**config.mk**
```make
export PLATFORM = sky130hd
export DESIGN_NAME = tbe_front
export DESIGN_NICKNAME = d
export VERILOG_FILES = /design/src/sv/tbe_pkg.sv /design/src/sv/tbe_front.sv
export SDC_FILE = /design/constraint.sdc
export NUM_CORES = 1
export LEC_CHECK = 0
export ABC_CLOCK_PERIOD_IN_PS = 12300
export BUFFER_PORTS_ARGS = -buffer_cell sky130_fd_sc_hd__clkbuf_2
export CAP_MARGIN = 30
export CORE_AREA = 2 2 150 152
export CTS_BUF_LIST = sky130_fd_sc_hd__clkbuf_4 sky130_fd_sc_hd__clkbuf_8
export DETAILED_ROUTE_END_ITERATION = 10
export DIE_AREA = 0 0 152 154
export PLACE_DENSITY = 0.74
export REMOVE_ABC_BUFFERS = 1
export SLEW_MARGIN = 15
export SYNTH_ARGS = -nofsm -noshare
export SYNTH_HDL_FRONTEND = slang
export SYNTH_SLANG_ARGS = --single-unit
```
**constraint.sdc**
```tcl
create_clock -name clk_i -period 12.3 [get_ports clk_i]
set_input_delay 0 -clock clk_i [delete_from_list [all_inputs] [get_ports clk_i]]
set_output_delay 0 -clock clk_i [all_outputs]
set_load 0.05 [all_outputs]
```
**src/sv/tbe_pkg.sv**
```systemverilog
`timescale 1ns / 1ps
`default_nettype none

package tbe_pkg;

  localparam int MaxParamDims = 3;
  localparam int MaxDegree    = 7;
  localparam int MaxKnots     = 64;
  localparam int CtrlPoints   = 4096;
  localparam int MaxCtrlDims  = 4;

  localparam int KnotDepth = MaxParamDims * MaxKnots;
  localparam int CtrlDepth = CtrlPoints * MaxCtrlDims;
  localparam int KnotAw    = $clog2(KnotDepth);
  localparam int CtrlAw    = $clog2(CtrlDepth);

  localparam logic signed [31:0] QOne   = 32'sh0001_0000;
  localparam logic signed [31:0] QMax   = 32'sh7fff_ffff;
  localparam logic signed [31:0] QMin   = 32'sh8000_0000;

  typedef enum logic [1:0] {
    CMD_KNOT = 2'd0,
    CMD_CTRL = 2'd1,
    CMD_EVAL = 2'd2,
    CMD_NONE = 2'd3
  } cmd_e;

  typedef enum logic [2:0] {
    REG_PARAM_DIMS = 3'd0,
    REG_CTRL_DIMS  = 3'd1,
    REG_DEGREE0    = 3'd2,
    REG_DEGREE1    = 3'd3,
    REG_DEGREE2    = 3'd4,
    REG_KNOTS0     = 3'd5,
    REG_KNOTS1     = 3'd6,
    REG_KNOTS2     = 3'd7
  } cfg_reg_e;

  typedef enum logic [1:0] {
    JOB_KNOT = 2'd0,
    JOB_CTRL = 2'd1,
    JOB_EVAL = 2'd2
  } job_e;

  typedef enum logic [4:0] {
    ST_IDLE,
    ST_LO,
    ST_HI,
    ST_CHK,
    ST_M_RD,
    ST_M_CHK,
    ST_SPAN,
    ST_SP_RD,
    ST_SP_CHK,
    ST_DB_INIT,
    ST_T_RD1,
    ST_T_RD2,
    ST_T_DIV,
    ST_T_DWT,
    ST_T_MUL,
    ST_T_ACC,
    ST_DIM_END,
    ST_ACC_INIT,
    ST_W1,
    ST_W2,
    ST_W3,
    ST_W4,
    ST_C_RD,
    ST_C_MUL,
    ST_C_ACC,
    ST_FINISH
  } state_e;

  typedef struct packed {
    logic [1:0]         command;
    logic [1:0]         dim_index;
    logic [11:0]        entry_index;
    logic [1:0]         component;
    logic signed [31:0] load_value;
    logic signed [31:0] coord_0;
    logic signed [31:0] coord_1;
    logic signed [31:0] coord_2;
  } req_t;

  typedef struct packed {
    logic signed [31:0] point_0;
    logic signed [31:0] point_1;
    logic signed [31:0] point_2;
    logic signed [31:0] point_3;
    logic               status;
  } res_t;

  typedef struct packed {
    logic [1:0]       param_dims;
    logic [2:0]       ctrl_dims;
    logic [2:0][2:0]  degree;
    logic [2:0][6:0]  knots;
  } cfg_t;

  typedef struct packed {
    job_e               kind;
    logic [CtrlAw-1:0]  addr;
    logic [31:0]        value;
    logic [2:0][31:0]   coord;
  } job_t;

  // Product of two Q16.16 values, floored to Q16.16 and saturated.
  function automatic logic signed [31:0] q_shift(input logic signed [63:0] p);
    logic signed [63:0] s;
    s = p >>> 16;
    if (s > 64'sh0000_0000_7fff_ffff) begin
      return QMax;
    end else if (s < -64'sh0000_0000_8000_0000) begin
      return QMin;
    end
    return s[31:0];
  endfunction

  function automatic logic signed [31:0] sat33(input logic signed [32:0] v);
    if (v[32] != v[31]) begin
      return v[32] ? QMin : QMax;
    end
    return v[31:0];
  endfunction

  function automatic logic signed [31:0] sat48(input logic signed [47:0] v);
    if (v > 48'sh0000_7fff_ffff) begin
      return QMax;
    end else if (v < -48'sh0000_8000_0000) begin
      return QMin;
    end
    return v[31:0];
  endfunction

  // Position in the unpadded knot list of padded knot i.
  function automatic logic [5:0] knot_pos(input logic [7:0] i, input logic [2:0] p,
                                         input logic [6:0] n);
    logic [7:0] ip;
    logic [6:0] last;
    ip   = i - {5'b0, p};
    last = n - 7'd1;
    if (i < {5'b0, p}) begin
      return 6'd0;
    end else if (ip < {1'b0, n}) begin
      return ip[5:0];
    end
    return last[5:0];
  endfunction

endpackage

`default_nettype wire

```
**src/sv/tbe_front.sv**
```systemverilog
`timescale 1ns / 1ps
`default_nettype none

module tbe_front (
  input  wire logic          clk_i,
  input  wire logic          rst_ni,
  input  wire logic          push,
  output logic               full,
  input  wire tbe_pkg::req_t req_i,
  output logic               job_valid_o,
  output tbe_pkg::job_t      job_o,
  input  wire logic          job_pop_i
);
  import tbe_pkg::*;

  job_t       fifo_q [2];
  job_t       fifo_d [2];
  logic       wr_ptr_q, wr_ptr_d;
  logic       rd_ptr_q, rd_ptr_d;
  logic [1:0] cnt_q, cnt_d;
  logic       keep;
  job_t       job;
  logic       wr_en, rd_en;

  // Decode the request; loads that fall outside the stores and the empty
  // command are dropped here and never reach the back end.
  always_comb begin
    keep       = 1'b0;
    job.kind   = JOB_EVAL;
    job.addr   = '0;
    job.value  = req_i.load_value;
    job.coord  = {req_i.coord_2, req_i.coord_1, req_i.coord_0};
    unique case (cmd_e'(req_i.command))
      CMD_KNOT: begin
        keep     = (32'(req_i.dim_index) < MaxParamDims) &&
                   (32'(req_i.entry_index) < MaxKnots);
        job.kind = JOB_KNOT;
        job.addr = CtrlAw'({req_i.dim_index, req_i.entry_index[5:0]});
      end
      CMD_CTRL: begin
        keep     = (32'(req_i.entry_index) < CtrlPoints) &&
                   (32'(req_i.component) < MaxCtrlDims);
        job.kind = JOB_CTRL;
        job.addr = {req_i.entry_index, req_i.component};
      end
      CMD_EVAL: begin
        keep     = 1'b1;
        job.kind = JOB_EVAL;
      end
      default: keep = 1'b0;
    endcase
  end

  assign full  = (cnt_q == 2'd2);
  assign wr_en = push && !full && keep;
  assign rd_en = job_pop_i && (cnt_q != 2'd0);

  always_comb begin
    fifo_d   = fifo_q;
    wr_ptr_d = wr_ptr_q;
    rd_ptr_d = rd_ptr_q;
    cnt_d    = cnt_q;
    if (wr_en) begin
      fifo_d[wr_ptr_q] = job;
      wr_ptr_d         = !wr_ptr_q;
    end
    if (rd_en) begin
      rd_ptr_d = !rd_ptr_q;
    end
    if (wr_en && !rd_en) begin
      cnt_d = cnt_q + 2'd1;
    end else if (!wr_en && rd_en) begin
      cnt_d = cnt_q - 2'd1;
    end
  end

  always_ff @(posedge clk_i or negedge rst_ni) begin
    if (!rst_ni) begin
      wr_ptr_q <= 1'b0;
      rd_ptr_q <= 1'b0;
      cnt_q    <= 2'd0;
    end else begin
      wr_ptr_q <= wr_ptr_d;
      rd_ptr_q <= rd_ptr_d;
      cnt_q    <= cnt_d;
    end
  end

  always_ff @(posedge clk_i) begin
    fifo_q <= fifo_d;
  end

  assign job_valid_o = (cnt_q != 2'd0);
  assign job_o       = fifo_q[rd_ptr_q];

endmodule

`default_nettype wire

```
# After elaboration in Yosys (flattened, before gate mapping)
# Index checks and enable logic that the tools add are counted.
# op_classes
n_addsub	2
magnitude_cmp	5
eq_ne	3
n_mux	11
n_bitwise	2
n_reduce_logical	16
# ops
cell	n
two-way mux 144 bit	4
bitwise mux 288 bit	1
demux 144 bit (select 1 bit)	1
case mux 14 bit (2 select lines)	1
< comparator 12 x 7 -> 1 bit, second input constant	1
logical AND 1 bit	7
zero test 1 bit	5
== test 2 bit, second input constant	2
>= comparator 2 bit, second input constant	2
two-way mux 2 bit	2
NOT 1 -> 2 bit	2
case mux 2 bit (2 select lines)	1
nonzero test 2 bit	2
adder 2 x 1 -> 2 bit, second input constant	1
== test 2 x 1 -> 1 bit, second input constant	1
zero test 2 bit	1
< comparator 2 x 1 -> 1 bit, second input constant	1
< comparator 2 bit, second input constant	1
case mux 1 bit (2 select lines)	1
OR reduction 2 bit	1
subtractor 2 x 1 -> 2 bit, second input constant	1
# totals
register_bits	292
input_bits	150
elab_cells	54

# Logic depth before layout (Yosys ltp)
# depth
depth_word	8
depth_mapped	10
ltp_nobuf	9

# Worst setup path before layout
# No wires, ideal clock.
# synth_path
path_kind	register to register
from	register cnt_q[1]
to	register fifo_q[144] in the netlist's numbering, enable pin
arrival_ns	7.471
t_required_ns	11.633
slack_ns	4.162
stages_incl_launch_ff	4
path_buffers	0
period_less_slack_ns	8.138
path_cell_list	dfrtp_1 nor2b_1 nor4b_4 nor2b_1
# synth_via
elab_chain_cells	4
# synth_rtl
element	line_no	text
start, declared	tbe_front.sv:20	logic [1:0] cnt_q, cnt_d;
start signal, assigned	tbe_front.sv:85	cnt_q <= cnt_d;
== test 2 bit	tbe_front.sv:54	assign full = (cnt_q == 2'd2);
named net full	tbe_front.sv:8	output logic full,
zero test 1 bit	tbe_front.sv:55	assign wr_en = push && !full && keep;
logical AND 1 bit (2 in series)	tbe_front.sv:55	
named net wr_en	tbe_front.sv:23	logic wr_en, rd_en;
end signal, assigned	tbe_front.sv:90	fifo_q <= fifo_d;
end, declared	tbe_front.sv:16	job_t fifo_q [2];
# The timed path passes the listed nets, and every way through them passes these cells.
# A chain may end at the register's enable or synchronous reset.

# Worst setup path after layout
# layout_path
from	input req_i[145] in the netlist's numbering
to	register fifo_q[85] in the netlist's numbering, enable pin
# layout_via
elab_chain_cells	4
# layout_rtl
element	line_no	text
start, declared	tbe_front.sv:9	input wire tbe_pkg::req_t req_i,
== test 2 x 1 -> 1 bit / == test 2 bit (equally long branches)	tbe_front.sv:33	unique case (cmd_e'(req_i.command))
OR reduction 2 bit (no line)	-	
case mux 1 bit (2 select lines) (*)	tbe_front.sv:33	
logical AND 1 bit (*)	tbe_front.sv:55	
named net wr_en	tbe_front.sv:23	
# Mark *: on every way through the listed nets, which the timed path passes. The rest lies on a longest branch.

==> impl_metrics.ini <==
[outcome]
status = complete, no violations

[global_route]
grt_start_max_net_pins = 79
grt_pass1_vias = 7091
grt_use_total = 0.203
grt_pass1_wl_um = 37200
grt.overflow.total = 0
antenna_found_initial = 2

[cells_and_area]
synthToLayoutAreaGrowth_pct = 40.2
seq_area_mm2 = 0.00875
drive_gt1_frac = 0.519
multi_input_area_mm2 = 0.00192
fin_area_mm2 = 0.0151
fill_cells = 1375
fin_nets = 1130
fin_cells = 1294

[hold_path]
hold_path_class = primary input to register

[cts]
postCtsSetupBuffers = 0
cts_tree = yes
htree_levels = 2
cts_buffers = 46
clkSinkCount = 292
post_cts_resized = 0
clkLatencyLatePin_ps = 530
ctsLongestPathBuffers = 3
clock-root-buffer = clkbuf_8
clk_pin_slew_worst_paths_ps = 70

[route]
totalWireLength_um = 24000
dr.pass1.iters = 4
via_per_inst = 4.96
antenna_left = 0
dr.first_iter.drc_count = 333
via_count = 6421
wl_per_cell_um = 18.6
drcViolationCount = 0

[die]
core_area_mm2 = 0.0217
die_h_um = 154
fp.dieW_um = 152
boundaryPins = 296
start_util = 0.496
dieArea_mm2 = 0.0234
fp-row-count = 54

[timing]
whs_ps = 196
max_freq_mhz = 300
finalSetupViolCount = 0
period_share = 0.271
min_period_ps = 3330
fin_tns_setup_ps = 0
hold_viol = 0
slew_violations = 0
tightest_slew_ps = 952
rsz0062_at_grt = no
slew_headroom = 0.366
finClkSkew_ps = 12.8

[synth]
avgSynthCellArea_um2 = 21.9
syn_area_mm2 = 0.0108
synth-seq-cells = 292
synth_top_family_by_area = multiplexers
post_synth_num_cell_types = 20
synth.yosys.seq_area_share = 0.813
synth-xor-area-share = 0.00407
yosys.area_share.simple = 0.0113
syn_inst = 491
muxShareOfSynthArea = 0.151
synth_compound_area_frac = 0.00709
ys_warn_count = 0
yosys.area_share.adder = 0.00465

[power_and_ir_drop]
cellPowerDensity_mw_per_mm2 = 222
leakagePower_nw = 5.80
peakVddDrop_mv = 0.147

[worst_setup_path]
worstPathRequired_ps = 12450
r2r_slack_ps = 9330
critPathLaunchType = primary input
critical_path_class = primary input to register
cp.arrival_ps = 3480
cp_max_fo = 72
crit_path_end_kind = register

[placement]
io_buffers = 295
placed_area_mm2 = 0.0125
gp_congestion = 0.809
placedCellCount = 1052
dp_hpwl_um = 14000

[job]
max-cap-violations = 0
## critical path, cell delays in order
cell and delay, ps:
dlygate4sd3_1 540, clkbuf_2 120, inv_1 80, ha_1 360, nor4b_2 260, a31oi_1 150, nor4b_4 370, and2_4 410
buf_16 310, buf_4 750
## metal layers
metal,track usage,vias to the layer above,routed length (µm)
met5,0,-,0
met4,0.0872,0,692
met3,0.0572,55,1850
met2,0.365,309,12700
met1,0.226,3120,8790
li1,-,2937,-
## report_power, final
part           total [mW]  switching (mW)  leakage (nW)  internal, mW
sequential           1.25          0.0396          2.67          1.21
clock               0.817           0.354         0.497         0.464
combinational        1.27           0.900          2.63         0.373
## Yosys cell counts
cell	instances	share of area
edfxtp_1	288	0.80
mux2_2	144	0.15
buf_2	16	0.0074
a22o_1	8	0.0065
and2_1	7	0.0041
dfrtp_1	4	0.0093
ha_1	4	0.0046
xor2_1	3	0.0024
inv_1	2	0.00070
nand2_1	2	0.00070
nor2_1	2	0.00070
nor2b_1	2	0.0012
xnor2_1	2	0.0016
a31oi_1	1	0.00058
buf_6	1	0.0010
clkbuf_1	1	0.00035
nor3_1	1	0.00046
nor4b_2	1	0.0014
nor4b_4	1	0.0022
or2_2	1	0.00058
## path summary, 6_finish.rpt
path | start | depth (start not counted) | endpoint
worst max-delay path | req_i[145] | 10 | fifo_q[85]
worst min-delay path | req_i[61] | 2 | fifo_q[61]
worst max register to register | cnt_q[1] | 5 | fifo_q[85]
worst min register to register | cnt_q[1] | 1 | cnt_q[1]
max in group asynchronous | rst_ni | 3 | rd_ptr_q
min in group asynchronous | rst_ni | 3 | cnt_q[0]
## kinds of logic after synthesis
group / after synthesis
flip-flops: 292
adder cells (fa/ha/maj): 4
AO/OA/AOI/OAI: 9
XOR/XNOR: 5
buffers and inverters: 20
AND/OR/NAND/NOR: 17
multiplexers: 144
## state kept, by name, summed over array words and instances, names as in the netlist
name / cells
fifo_q: 288
cnt_q: 2
rd_ptr_q: 1
wr_ptr_q: 1
## area by class of cell
cell class / instances / area share
inverters: 2 / 0.000497
diodes: 3 / 0.000497
clock inverters: 17 / 0.00812
repair buffers: 455 / 0.207
multi-input cells: 179 / 0.127
clock buffers: 66 / 0.0536
flip-flops and latches: 292 / 0.580
well taps: 280 / 0.0232
## repair_timing
action | 4_1_cts | 5_1_grt
hold buffers | 153 | 0
endpoints found under the setup margin | 0 | 0
endpoints found under the hold margin | 291 | 0
## through the flow
step                 util  power, mW  worst slack, ps
floorplan               -       2.25             4160
global placement    0.578       2.47             8900
detailed placement  0.578       2.49             8820
CTS                 0.692       3.34             8830
global route        0.696       3.47             8810
finish              0.696       3.34             8970
## placed cells by master, fill, tap and decap left out, drive strengths merged, types with 3 or more instances in the layout
cell         instances
xor2                 3
mux2               144
buf                  7
and2                 7
a22o                 8
dlygate4sd3        153
edfxtp             288
ha                   4
dfrtp                4
diode                3
clkinv              15
clkbuf             361
(Power assumes the default switching activity.)
